**src/design/u8sd_pkg.sv**
```systemverilog
// ----------------------------------------------------------------------------
// u8sd_pkg
// Shared types and constants for the UTF-8 stream decoder: byte classes,
// the queue entry passed from the front to the back, and the result beat.
// ----------------------------------------------------------------------------
package u8sd_pkg;

  // Look-ahead window and front queue sizes
  localparam int WIN_DEPTH   = 4;
  localparam int QUEUE_DEPTH = 4;
  localparam int QPTR_BITS   = $clog2(QUEUE_DEPTH);

  // Field widths of the result beat
  localparam int CP_BITS     = 21;
  localparam int LEN_BITS    = 3;
  localparam int OFS_BITS    = 32;

  // Substitute for any byte that does not start a valid sequence
  localparam logic [CP_BITS-1:0] REPL_CHAR = 21'h00FFFD;

  // Role of a byte when it stands at the front of the window
  typedef enum logic [2:0] {
    LEAD_ASCII,
    LEAD_BAD,
    LEAD_TWO,
    LEAD_THREE,
    LEAD_FOUR
  } lead_t;

  // One stream byte with its precomputed class
  typedef struct packed {
    logic [7:0] data;
    logic       cont;
    lead_t      lead;
  } byte_info_t;

  // One entry of the front queue
  typedef struct packed {
    byte_info_t info;
    logic       eos;
  } q_entry_t;

  // One result beat
  typedef struct packed {
    logic [CP_BITS-1:0]  code_point;
    logic [LEN_BITS-1:0] seq_length;
    logic                replaced;
    logic [OFS_BITS-1:0] start_offset;
    logic                last_of_run;
  } res_t;

endpackage

```
**src/design/utf8_stream_decoder_top.sv**
```systemverilog
// ----------------------------------------------------------------------------
// utf8_stream_decoder_top
// Lenient UTF-8 decoder with a four-byte look-ahead window.
//
// Input channel: drive data_byte and end_of_stream with push; a beat is
// taken at a clock edge where push is high and full is low. Set
// end_of_stream on the final byte of a stream to drain the window.
// Result channel: while empty is low, the oldest result sits on the result
// ports; pulse pop to take it. last_of_run marks the final result caused by
// one input byte.
// A byte that fills the window is written into the queue, then decoded from
// the queue head and registered in the result register. Throughput is one
// byte per cycle while pop keeps the result register free, set by the back
// end, which appends and decodes one window front per cycle. A flush beat
// drains the window at one result per cycle, during which the back end takes
// no new byte; a four-entry queue keeps the input side moving.
// Reset empties the window, the queue and the result register and clears the
// offset counter. When pop stays low the result register holds, the back end
// stops, the queue fills and full rises.
// ----------------------------------------------------------------------------
module utf8_stream_decoder_top #(
  parameter int OFFSET_BITS = 32
) (
  input  logic        clk,
  input  logic        rst,
  input  logic        push,
  output logic        full,
  input  logic [7:0]  data_byte,
  input  logic        end_of_stream,
  output logic        empty,
  input  logic        pop,
  output logic [20:0] code_point,
  output logic [2:0]  seq_length,
  output logic        replaced,
  output logic [31:0] start_offset,
  output logic        last_of_run
);
  import u8sd_pkg::*;

  q_entry_t head;
  logic     head_valid;
  logic     take;
  logic     res_valid;
  res_t     res;

  // Accept and classify bytes
  u8sd_front u_front (
    .clk           (clk),
    .rst           (rst),
    .push          (push),
    .full          (full),
    .data_byte     (data_byte),
    .end_of_stream (end_of_stream),
    .head_valid    (head_valid),
    .head          (head),
    .take          (take)
  );

  // Decode the window and hold the result beat
  u8sd_back #(
    .OFFSET_BITS (OFFSET_BITS)
  ) u_back (
    .clk        (clk),
    .rst        (rst),
    .head_valid (head_valid),
    .head       (head),
    .take       (take),
    .res_valid  (res_valid),
    .res        (res),
    .res_pop    (pop)
  );

  // Split the result beat onto the ports
  assign empty        = !res_valid;
  assign code_point   = res.code_point;
  assign seq_length   = res.seq_length;
  assign replaced     = res.replaced;
  assign start_offset = res.start_offset;
  assign last_of_run  = res.last_of_run;

endmodule

```
**src/design/u8sd_front.sv**
```systemverilog
// ----------------------------------------------------------------------------
// u8sd_front
// Accepts stream bytes, classifies each one (continuation, lead length) and
// holds them in a short queue until the back end takes them.
// ----------------------------------------------------------------------------
module u8sd_front (
  input  logic               clk,
  input  logic               rst,
  input  logic               push,
  output logic               full,
  input  logic [7:0]         data_byte,
  input  logic               end_of_stream,
  output logic               head_valid,
  output u8sd_pkg::q_entry_t head,
  input  logic               take
);
  import u8sd_pkg::*;

  q_entry_t             entries [QUEUE_DEPTH];
  logic [QPTR_BITS-1:0] wr_ptr;
  logic [QPTR_BITS-1:0] rd_ptr;
  logic [QPTR_BITS:0]   count;
  logic                 push_ok;
  logic                 take_ok;
  q_entry_t             new_entry;

  // Tag a raw byte with its role at the window front
  function automatic byte_info_t classify(input logic [7:0] b);
    byte_info_t r;
    r.data = b;
    r.cont = (b[7:6] == 2'b10);
    if (b <= 8'h7F) begin
      r.lead = LEAD_ASCII;
    end else if (b inside {[8'hC2:8'hDF]}) begin
      r.lead = LEAD_TWO;
    end else if (b inside {[8'hE0:8'hEF]}) begin
      r.lead = LEAD_THREE;
    end else if (b inside {[8'hF0:8'hF4]}) begin
      r.lead = LEAD_FOUR;
    end else begin
      r.lead = LEAD_BAD;
    end
    return r;
  endfunction

  assign full       = (count == (QPTR_BITS+1)'(QUEUE_DEPTH));
  assign head_valid = (count != '0);
  assign head       = entries[rd_ptr];
  assign push_ok    = push && !full;
  assign take_ok    = take && head_valid;

  always_comb begin
    new_entry.info = classify(data_byte);
    new_entry.eos  = end_of_stream;
  end

  // Store the classified beat
  always_ff @(posedge clk) begin
    if (push_ok) begin
      entries[wr_ptr] <= new_entry;
    end
  end

  // Advance pointers and occupancy
  always_ff @(posedge clk) begin
    if (rst) begin
      wr_ptr <= '0;
      rd_ptr <= '0;
      count  <= '0;
    end else begin
      if (push_ok) begin
        wr_ptr <= wr_ptr + 1'b1;
      end
      if (take_ok) begin
        rd_ptr <= rd_ptr + 1'b1;
      end
      if (push_ok && !take_ok) begin
        count <= count + 1'b1;
      end else if (take_ok && !push_ok) begin
        count <= count - 1'b1;
      end
    end
  end

endmodule

```
**src/design/u8sd_back.sv**
```systemverilog
// ----------------------------------------------------------------------------
// u8sd_back
// Holds the four-byte look-ahead window, decodes its front once it is full
// or while an end-of-stream flush drains it, and registers each result beat.
// ----------------------------------------------------------------------------
module u8sd_back #(
  parameter int OFFSET_BITS = 32
) (
  input  logic               clk,
  input  logic               rst,
  input  logic               head_valid,
  input  u8sd_pkg::q_entry_t head,
  output logic               take,
  output logic               res_valid,
  output u8sd_pkg::res_t     res,
  input  logic               res_pop
);
  import u8sd_pkg::*;

  byte_info_t              win [WIN_DEPTH];
  logic [2:0]              fill;
  logic                    flushing;
  logic [OFFSET_BITS-1:0]  offset;

  byte_info_t              app_win [WIN_DEPTH];
  logic [2:0]              app_fill;
  byte_info_t              shift_win [WIN_DEPTH];
  logic [2:0]              rem_fill;
  logic                    c1, c2, c3;
  logic [CP_BITS-1:0]      cp;
  logic [LEN_BITS-1:0]     len;
  logic                    repl;
  logic                    emit;
  logic                    out_space;
  logic                    step;
  logic                    eos_mode;
  logic [OFS_BITS-1:0]     offset_low;
  res_t                    res_next;

  // Offset field carries the low bits of the running offset, zero-extended when the counter is narrower
  if (OFFSET_BITS >= OFS_BITS) begin : g_ofs_trunc
    assign offset_low = offset[OFS_BITS-1:0];
  end else begin : g_ofs_ext
    assign offset_low = {{(OFS_BITS-OFFSET_BITS){1'b0}}, offset};
  end

  // Append the head byte unless draining a flush
  always_comb begin
    for (int i = 0; i < WIN_DEPTH; i++) begin
      if (!flushing && (fill[1:0] == 2'(i))) begin
        app_win[i] = head.info;
      end else begin
        app_win[i] = win[i];
      end
    end
    app_fill = flushing ? fill : fill + 3'd1;
  end

  // Decode the window front
  always_comb begin
    c1 = app_win[1].cont && (app_fill > 3'd1);
    c2 = app_win[2].cont && (app_fill > 3'd2);
    c3 = app_win[3].cont && (app_fill > 3'd3);
    cp   = REPL_CHAR;
    len  = 3'd1;
    repl = 1'b1;
    case (app_win[0].lead)
      LEAD_ASCII: begin
        cp   = {13'd0, app_win[0].data};
        repl = 1'b0;
      end
      LEAD_TWO: begin
        if (c1) begin
          cp   = {10'd0, app_win[0].data[4:0], app_win[1].data[5:0]};
          len  = 3'd2;
          repl = 1'b0;
        end
      end
      LEAD_THREE: begin
        if (c1 && c2) begin
          cp   = {5'd0, app_win[0].data[3:0], app_win[1].data[5:0],
                  app_win[2].data[5:0]};
          len  = 3'd3;
          repl = 1'b0;
        end
      end
      LEAD_FOUR: begin
        if (c1 && c2 && c3) begin
          cp   = {app_win[0].data[2:0], app_win[1].data[5:0],
                  app_win[2].data[5:0], app_win[3].data[5:0]};
          len  = 3'd4;
          repl = 1'b0;
        end
      end
      default: begin
        cp   = REPL_CHAR;
        len  = 3'd1;
        repl = 1'b1;
      end
    endcase
  end

  // Drop the consumed bytes from the window
  always_comb begin
    logic [2:0] src;
    for (int i = 0; i < WIN_DEPTH; i++) begin
      src = 3'(i) + len;
      if (src < 3'(WIN_DEPTH)) begin
        shift_win[i] = app_win[src[1:0]];
      end else begin
        shift_win[i] = '0;
      end
    end
    rem_fill = app_fill - len;
  end

  // Decide whether this cycle advances
  assign eos_mode  = flushing || head.eos;
  assign emit      = flushing || (head_valid && ((app_fill == 3'(WIN_DEPTH)) || head.eos));
  assign out_space = !res_valid || res_pop;
  assign step      = flushing ? out_space : (head_valid && (!emit || out_space));
  assign take      = !flushing && step;

  always_comb begin
    res_next.code_point   = cp;
    res_next.seq_length   = len;
    res_next.replaced     = repl;
    res_next.start_offset = offset_low;
    res_next.last_of_run  = !eos_mode || (rem_fill == 3'd0);
  end

  // Window contents
  always_ff @(posedge clk) begin
    if (step) begin
      for (int i = 0; i < WIN_DEPTH; i++) begin
        win[i] <= emit ? shift_win[i] : app_win[i];
      end
    end
  end

  // Result register payload
  always_ff @(posedge clk) begin
    if (step && emit) begin
      res <= res_next;
    end
  end

  // Window control, offset and result valid
  always_ff @(posedge clk) begin
    if (rst) begin
      fill      <= '0;
      flushing  <= 1'b0;
      offset    <= '0;
      res_valid <= 1'b0;
    end else begin
      if (step && emit) begin
        fill      <= rem_fill;
        flushing  <= eos_mode && (rem_fill != 3'd0);
        offset    <= offset + OFFSET_BITS'(len);
        res_valid <= 1'b1;
      end else begin
        if (step) begin
          fill <= app_fill;
        end
        if (res_pop) begin
          res_valid <= 1'b0;
        end
      end
    end
  end

endmodule

```
**config.mk**
```make
export PLATFORM = sky130hd
export DESIGN_NAME = utf8_stream_decoder_top
export DESIGN_NICKNAME = d
export VERILOG_FILES = /design/src/design/u8sd_pkg.sv /design/src/design/utf8_stream_decoder_top.sv /design/src/design/u8sd_front.sv /design/src/design/u8sd_back.sv
export SDC_FILE = /design/constraint.sdc
export NUM_CORES = 1
export LEC_CHECK = 0
export BUFFER_PORTS_ARGS = -buffer_cell sky130_fd_sc_hd__buf_2
export CORE_MARGIN = 3
export CORE_UTILIZATION = 50
export CTS_BUF_LIST = sky130_fd_sc_hd__clkbuf_4
export DETAILED_ROUTE_END_ITERATION = 12
export GPL_ROUTABILITY_DRIVEN = 0
export PLACE_DENSITY = 0.71
export SLEW_MARGIN = 30
export SYNTH_ARGS = -nofsm -noshare
export SYNTH_HDL_FRONTEND = slang
export SYNTH_HIERARCHICAL = 1
export SYNTH_SLANG_ARGS = --single-unit
```
**constraint.sdc**
```tcl
create_clock -name clk -period 4.5 [get_ports clk]
set_input_delay 0.225 -clock clk [delete_from_list [all_inputs] [get_ports clk]]
set_output_delay 0.225 -clock clk [all_outputs]
set_load 0.05 [all_outputs]
```
# Word-level counts from Yosys, hierarchy flattened
# Memories as Yosys holds them, arrays and structs flattened. A register that Yosys moved wholly into a read port is not among the register bits.
# Index checks and enable logic that the tools add are counted.
# Widths: inputs -> output; s select.
dict set report op_classes {
  n_div 0
  bitwise 4
  addsub 10
  shifts 0
  n_mul 0
  order_cmp 18
  reduce_logical 42
  n_eq_ne 9
  muxes 54
}
# cell count
set ops {}
lappend ops {{$mux 12} 20}
lappend ops {{$bmux 12 s2} 4}
lappend ops {{$pmux 21 s4} 1}
lappend ops {{$add 32x3->32} 1}
lappend ops {{$mux 16} 2}
lappend ops {{$mux 3} 10}
lappend ops {{$ge 8x8->1 const B} 3}
lappend ops {{$le 8x8->1 const B} 3}
lappend ops {{$logic_and 1x1->1} 21}
lappend ops {{$mux 21} 1}
lappend ops {{$ge 3x3->1 const B} 4}
lappend ops {{$lt 3x3->1 const B} 4}
lappend ops {{$not 2->3} 4}
lappend ops {{$mux 1} 10}
lappend ops {{$eq 3x3->1 const B} 3}
lappend ops {{$pmux 3 s3} 1}
lappend ops {{$le 8x7->1 const B} 1}
lappend ops {{$mux 2} 4}
lappend ops {{$logic_not 1->1} 7}
lappend ops {{$add 2x3->3 const A} 2}
lappend ops {{$add 3x1->3 const B} 2}
lappend ops {{$eq 2x2->1 const B} 3}
lappend ops {{$eq 3x2->1 const B} 2}
lappend ops {{$gt 3x2->1 const B} 2}
lappend ops {{12 further kinds} 22}
dict set report totals {
  input_bits 13
  regBits 102
  latchBits 0
  n_memories 2
  rom_bits 0
  elab_cells 151
  ramBits 100
  output_inout_bits 60
}
# memory depth word_bits read_ports rd_ports_with_merged_regs write_ports line_no
set mem_list {}
lappend mem_list {u_front.entries 4 13 1 1 1 u8sd_front.sv:19} ;# q_entry_t entries [QUEUE_DEPTH];
lappend mem_list {u_back.win 4 12 4 0 4 u8sd_back.sv:20} ;# byte_info_t win [WIN_DEPTH];

# Logic depth before layout (Yosys ltp)
# Gate-level depths: netlist of run 1.
dict set report depth {
  ltp_word 15
  ltp_mapped 20
  mapped_depth_nobuf 14
}

# Cells and area by module
# The synthesis of run 1 kept the hierarchy.
# mod area_per_inst_um2 cells_per_inst n_inst
set modules_own_cells {}
lappend modules_own_cells {u8sd_back 8089.0 766 1}
lappend modules_own_cells {u8sd_front 2411.1 125 1}
lappend modules_own_cells {utf8_stream_decoder_top 3.8 1 1}

# Worst setup path after synthesis of run 1
# OpenSTA, ideal clock, no wires.
dict set report synth_timing {
  path_type {reg2reg}
  start {reg (tool-made name)}
  end {reg u_back.fill[1]}
  stages_incl_launch_ff 8
  setup_slack_ns -0.144
  t_arrival_ns 4.516
  path_buffers 1
  t_required_ns 4.372
  setup_ns 0.128
  path_cell_list {dfxtp_1 -> buf_4 -> mux4_2 -> nor2_1 -> o21ai_0 -> a21oi_1 -> mux2_2 -> nor2_1}
}
# item line_no
set synth_lines {}
lappend synth_lines {{to (signal assigned)} u8sd_back.sv:157} ;# fill <= rem_fill;
lappend synth_lines {{to (signal assigned)} u8sd_back.sv:163} ;# fill <= app_fill;
lappend synth_lines {{to (decl)} u8sd_back.sv:21} ;# logic [2:0] fill;

==> reports/results.txt, run 1 <==
DIE WIDTH - 150.9 um
IO Count - 73
Mapped Area - 10500 um2
fin crit share - 0.9006
Area growth, synth to finish - 14.02%
number of buffers created by CTS - 53
mean post-synth cell area - 11.78 um2
Die Height - 150.9 um
adder-cell share of the synthesized area - 0.02359
vias in the first global route - 7711
syn nets - 923
crit path cell chain - buf_4 > mux4_2 > and4bb_2 > a31o_2 > nand2b_1 > ha_1 > buf_4 > nand3_1 > mux2i_1 > a41o_1 > a32o_1
All-Layer GR Usage - 0.2300
Clock Root Buffer - clkbuf_4
maximum root-to-sink buffer count - 3
CP max stage cell - mux2i_1
Clock Latency Late Sink - 0.67 ns
Startpoint Class - flop
Layout Nets - 1034
Synth cell types - 82
Resize count post-CTS - 0
DRC errors left - 0
max-cap violations - 0
Post-synth ARST share - 0
Synth Flop Type - edfxtp_1
Multi-input gate area - 4468 um2
Via Count - 8053
min cycle time layout - 4.053 ns
Worst path most repeated cell - buf_4
clock sink count - 204
H-tree depth - 2
layout cell share with drive strength beyond 1 - 0.2375
crit path DAT - 4.56 ns
Max Slew Vio Count - 0
mux cell area share after synthesis - 0.1024
PortBufs - 72
Post-synth EDFFs - 158
DR pass1 iterations - 5
global-route wire length before repair - 41240 um
yosys warns - 6
largest net degree at the start of global routing - 47
Fin. Hold Viols - 0
skew final - 0.05332 ns
largest family of logic cells by synthesized area - compound AO/OA/AOI/OAI gates
Final Setup Violations - 0
CP max stage delay - 0.70 ns
largest fanout on the critical path - 39
setup TNS - 0 ns
dpl hpwl - 16880 um
Detail Route Antenna Nets - 0
clk slew on worst S/H paths - 0.07 ns
unrepaired setup endpoints after global routing - no
post-synthesis sequential area ratio - 0.5394
status - completed
Starting Density - 0.5141
xor/xnor share of the synthesized area - 0.03323
CTS tree - yes
FF/Latch Area - 5665 um2
Vias/cell - 6.124
crit path kind - reg -> reg
GRT Residual Overflow - 0
row count - 52
WL final - 26420 um
antenna violations before repair - 1
compound-cell area share of the yosys netlist - 0.1425
Cells after Synth - 892
slew margin rel. - 0.3200
worst-margin pin slew - 1.016 ns
crit path capture type - flop
hold_buf cts - 11
synthesized flop and latch total - 204
Die Area - 22780 um2
# Post-CTS Setup Buffers - 0
HP Class - in -> reg
Worst Path Required - 5.01 ns
drt initial violations - 540
Fillers - 1733
WL per Instance - 20.09 um
Fmax - 0.2468 GHz
Synth Area in Simple Gates - 0.1215
Core Box Area - 20430 um2
-- synth_stat cells (all sizes together) (3+ instances only) --
library cell  count  share of area
xor2             30          0.025
mux2             15          0.016
or3               7         0.0042
ha               15          0.018
mux4             13          0.028
o31ai             3         0.0031
nand2b           11         0.0073
a31oi             6         0.0036
nand4            11         0.0066
nand3            47          0.022
nor3b             3         0.0026
a41o              6         0.0057
clkbuf           26         0.0093
xnor2             9         0.0082
a221oi            8         0.0067
o21a              7         0.0050
a31o              3         0.0025
a32o             14          0.013
a211oi            6         0.0048
mux2i            61          0.058
and4              5         0.0042
dfxtp            46          0.088
o22ai            19          0.011
nand2            69          0.025
nor2             73          0.027
inv              22         0.0083
a21o              3         0.0021
nor3             13         0.0067
o21ai            17         0.0085
o41ai             6         0.0064
a32oi             5         0.0042
edfxtp          158           0.45
and3              6         0.0036
a311oi            3         0.0031
a21oi            44          0.021
and2              4         0.0024
o221ai           12          0.010
fa                3         0.0057
nor2b             3         0.0018
o211a             5         0.0048
buf              33          0.019
o211ai           16          0.011
-- area by class of cell --
cell class	instances	area share
Clock inverter	12	0.004492
Antenna cell	1	0.0002089
Clock buffer	84	0.05265
Timing Repair Buffer	115	0.06038
Sequential cell	204	0.4730
Inverter	24	0.007940
Multi-Input combinational cell	605	0.3731
Tap cell	270	0.02821
-- critical path, delay by kind of cell, from the launching register on --
kind / cells / cell delay [ns]
AO/OA/AOI/OAI: 3 / 0.60
AND/OR/NAND/NOR: 3 / 0.74
multiplexers: 2 / 1.31
flip-flops: 1 / 0.33
adder cells (fa/ha/maj): 1 / 0.39
buffers and inverters: 2 / 0.54
-- per-stage QoR --
| stage | hold WS, ns | setup WS, ns | instance area [um2] | cells | utilization |
|---|---|---|---|---|---|
| finish | 0.1719 | 0.4473 | 11980 | 1315 | 0.5862 |
| global route | 0.1719 | 0.1815 | 11980 | 1315 | 0.5862 |
| CTS | 0.1268 | 0.5111 | 11970 | 1314 | 0.5861 |
| detailed placement | 0.4574 | 0.5253 | 11180 | 1207 | 0.5472 |
| global placement | 0.4497 | 0.6475 | 11180 | 1207 | 0.5472 |
| floorplan | 0.3239 | 0.4405 | 10510 | 892 | - |
-- routing by layer --
metal	share of wire	vias up	global-route usage
met1	0.42	3890	0.3113
li1	-	3706	-
met4	0.028	0	0.09157
met2	0.47	389	0.3664
met3	0.084	68	0.04548
met5	0	-	0
-- cell usage in the layout (no fill, tap or decap), drive strengths merged, types with 6 or more instances in the layout --
master       count
o22ai           19
ha              15
nand2b          11
buf            104
o41ai            6
o221ai          12
nand4           11
or3              7
clkinv          12
a221oi           8
mux4            13
a21oi           44
clkbuf          84
xnor2            9
nor3            13
mux2            15
edfxtp         158
a41o             6
nand3           47
xor2            30
o211ai          16
mux2i           61
a211oi           6
nor2            73
inv             24
o21a             7
dfxtp           46
and3             6
dlygate4sd3     11
o21ai           17
nand2           69
a31oi            6
a32o            14
-- sequential cells by signal (all words and copies together), names as in the netlist, 2 cells and up, named ones only --
name,cells
u_front/count,3
u_back/win,48
u_back/res,58
u_back/fill,3
u_front/wr_ptr,2
u_front/rd_ptr,2
u_back/offset,32
u_front/entries,52
-- path summary, 6_finish.rpt --
kind | start | endpoint | slack (ns) | cells past startpoint
max | flop | u_back/win[3][0]$_DFFE_PP_ | 0.45 | 11
max reg2reg | flop | u_back/win[3][0]$_DFFE_PP_ | 0.45 | 11
min | rst | u_front/count[0]$_SDFFE_PP0P_ | 0.17 | 2
min reg2reg | u_back/offset[29]$_SDFFE_PP0P_ | u_back/res[30]$_DFFE_PP_ | 0.47 | 0
-- logic make-up (layout without fill, tap and decap cells) --
logic type	Yosys count	after routing
buffers and inverters	83	235
XOR/XNOR	39	39
multiplexers	89	89
other	0	1
AO/OA/AOI/OAI	198	198
flip-flops	204	204
AND/OR/NAND/NOR	261	261
adder cells (fa/ha/maj)	18	18
Power of run 1 is left out: the tool's default activity adds up to more than one toggle a clock period on the data nets, which glitch-free logic cannot reach.
==> run 2, diff against run 1 <==
HOLD_SLACK_MARGIN = 0.12   (was default)
PLACE_DENSITY = 0.73   (was 0.71)
==> run 2 against run 1 <==
  * Global-route usage down 0.096 points
  * Die area unchanged
  * Via count down 0.47%
  * Design area down 0.17%
  * Utilization down 0.098 points
  * Clock-buffer cell count down 14
  * Maximum frequency up 1.1%
  * Flip-flop and latch count unchanged
  * Critical path depth up 3
  * Clock skew down 0.018 ns
  * Non-clock buffer count up 2
  * Largest cell class unchanged
==> reports/results.txt, run 2 (same netlist as run 1, synthesis figures left out) <==
worst-margin pin slew - 0.9148 ns (was 1.016 ns)
vias in the first global route - 7721 (was 7711)
biggest regs - u_back/res (58), u_front/entries (52), u_back/win (48) (unchanged)
Max Slew Vio Count - 0 (unchanged)
hold_buf cts - 11 (unchanged)
Startpoint Class - flop (unchanged)
setup TNS - 0 ns (unchanged)
skew final - 0.03491 ns (was 0.05332 ns)
DIE WIDTH - 150.9 um (unchanged)
Largest Register - u_back/res (unchanged)
Core Box Area - 20430 um2 (unchanged)
Clock Root Buffer - clkbuf_4 (unchanged)
min cycle time layout - 4.008 ns (was 4.053 ns)
Buf+Inv Stages, Crit Path - 4 (was 2)
# Post-CTS Setup Buffers - 0 (unchanged)
global-route wire length before repair - 41290 um (was 41240 um)
number of buffers created by CTS - 53 (unchanged)
commonest cells after routing, fill and taps aside - 158 x edfxtp_1, 72 x buf_2, 72 x nor2_1, 70 x clkbuf_4, 69 x nand2_1 (was 158 x edfxtp_1, 84 x clkbuf_4, 72 x buf_2, 72 x nor2_1, 69 x nand2_1)
clk slew on worst S/H paths - 0.08 ns (was 0.07 ns)
status - completed (unchanged)
largest net degree at the start of global routing - 47 (unchanged)
DRC errors left - 0 (unchanged)
CP max stage cell - mux2i_1 (unchanged)
crit path DAT - 4.51 ns (was 4.56 ns)
crit path kind - reg -> reg (unchanged)
CP delay by family, top - multiplexers (unchanged)
Clock Latency Late Sink - 0.65 ns (was 0.67 ns)
Worst path most repeated cell - ha_1 (was buf_4)
r2r worst-path depth - 14 (was 11)
Hold EP - u_back/offset[29]$_SDFFE_PP0P_ (was u_front/count[0]$_SDFFE_PP0P_)
Die Area - 22780 um2 (unchanged)
WL final - 25990 um (was 26420 um)
Layout Nets - 1036 (was 1034)
maximum root-to-sink buffer count - 3 (unchanged)
clock sink count - 204 (unchanged)
DR pass1 iterations - 6 (was 5)
antenna violations before repair - 1 (unchanged)
IO Count - 73 (unchanged)
Final Setup Violations - 0 (unchanged)
Hold Crit Start - rst (unchanged)
crit path capture type - flop (unchanged)
GRT Residual Overflow - 0 (unchanged)
dpl hpwl - 16730 um (was 16880 um)
Fmax - 0.2495 GHz (was 0.2468 GHz)
Die Height - 150.9 um (unchanged)
unrepaired setup endpoints after global routing - no (unchanged)
fin crit share - 0.8906 (was 0.9006)
Worst Path Required - 5.01 ns (about the same)
capturing point of the worst reg2reg path - u_back/win[3][7]$_DFFE_PP_ (was u_back/win[3][0]$_DFFE_PP_)
Resize count post-CTS - 0 (unchanged)
All-Layer GR Usage - 0.2291 (was 0.2300)
drt initial violations - 677 (was 540)
Fin. Hold Viols - 0 (unchanged)
Fillers - 1735 (was 1733)
CTS tree - yes (unchanged)
row count - 52 (unchanged)
HP Class - in -> reg (unchanged)
CP max stage delay - 0.68 ns (was 0.70 ns)
PortBufs - 72 (unchanged)
slew margin rel. - 0.3879 (was 0.3200)
max-cap violations - 0 (unchanged)
Hold Path Depth - 2 (unchanged)
R2R setup slack - 0.49 ns (was 0.45 ns)
H-tree depth - 2 (unchanged)
crit path cell chain - inv_1 > ha_1 > nand2b_4 > mux2_2 > o2111ai_4 > inv_4 > nor2_4 > inv_2 > ha_1 > buf_4 > nand3_1 > mux2i_1 > a41o_1 > a32o_1 (was buf_4 > mux4_2 > and4bb_2 > a31o_2 > nand2b_1 > ha_1 > buf_4 > nand3_1 > mux2i_1 > a41o_1 > a32o_1)
reg-to-reg startpoint - u_back/fill[0]$_SDFFE_PP0P_
layout cell share with drive strength beyond 1 - 0.2248 (was 0.2375)
Via Count - 8015 (was 8053)
Vias/cell - 6.109 (was 6.124)
Largest register FFs - 58 (unchanged)
WL per Instance - 19.81 um (was 20.09 um)
largest fanout on the critical path - 39 (unchanged)
Area growth, synth to finish - 13.83% (was 14.02%)
Detail Route Antenna Nets - 0 (unchanged)
commonest non-fill, non-tap cell in the layout - edfxtp_1 (unchanged)
Starting Density - 0.5141 (unchanged)
## run 2: cell type report
class / count / area [um2] / area share
inverter: 24 / 95.09 / 0.007953
clock inverter: 21 / 136.4 / 0.01141
sequential: 204 / 5665 / 0.4738
timing repair buffer: 117 / 725.7 / 0.06069
multi-input combinational: 605 / 4468 / 0.3737
antenna: 1 / 2.502 / 0.0002093
tap: 270 / 337.8 / 0.02825
clock buffer: 70 / 525.5 / 0.04395
## run 2: per-stage QoR
stage / setup slack (ns) / utilization / hold slack, ns / cells / area [um2]
after floorplan: 0.4405 / - / 0.3239 / 892 / 10510
after global routing: 0.2644 / 0.5853 / 0.1740 / 1312 / 11960
after CTS: 0.5683 / 0.5851 / 0.1202 / 1311 / 11950
after global placement: 0.6706 / 0.5473 / 0.4453 / 1209 / 11180
after detailed placement: 0.5882 / 0.5473 / 0.4497 / 1209 / 11180
final: 0.4924 / 0.5853 / 0.1682 / 1312 / 11960
## run 2: worst max-delay path by stage
| stage | startpoint | cells past startpoint | slack [ns] | endpoint |
|---|---|---|---|---|
| CTS | u_back/fill[0]$_SDFFE_PP0P_ | 14 | 0.57 | u_back/win[3][5]$_DFFE_PP_ |
| global placement | flop | 13 | 0.67 | u_back/win[3][6]$_DFFE_PP_ |
| global route | u_back/fill[0]$_SDFFE_PP0P_ | 14 | 0.26 | u_back/win[3][5]$_DFFE_PP_ |
| floorplan | flop | 15 | 0.44 | u_back/win[3][0]$_DFFE_PP_ |
| detailed placement | u_back/fill[0]$_SDFFE_PP0P_ | 14 | 0.59 | u_back/win[3][5]$_DFFE_PP_ |
| finish | u_back/fill[0]$_SDFFE_PP0P_ | 14 | 0.49 | u_back/win[3][7]$_DFFE_PP_ |
## run 2: routing by layer
layer / vias up / global-route usage / wire length, um
li1: 3709 / - / -
met1: 3825 / 0.3154 / 10890
met2: 411 / 0.3521 / 12040
met3: 70 / 0.05356 / 2273
met4: 0 / 0.09248 / 792
met5: - / 0 / 0
## run 2: worst register-to-register path: cells and delay by family (launching register included)
kind	cells	cell delay, ns
AOI/OAI and AO/OA	3	0.50
adders and majority gates	2	0.55
buffers and inverters	4	0.59
DFF	1	0.49
muxes	2	1.19
and+or+nand+nor	3	0.56
Power of run 2 is left out for the same reason.
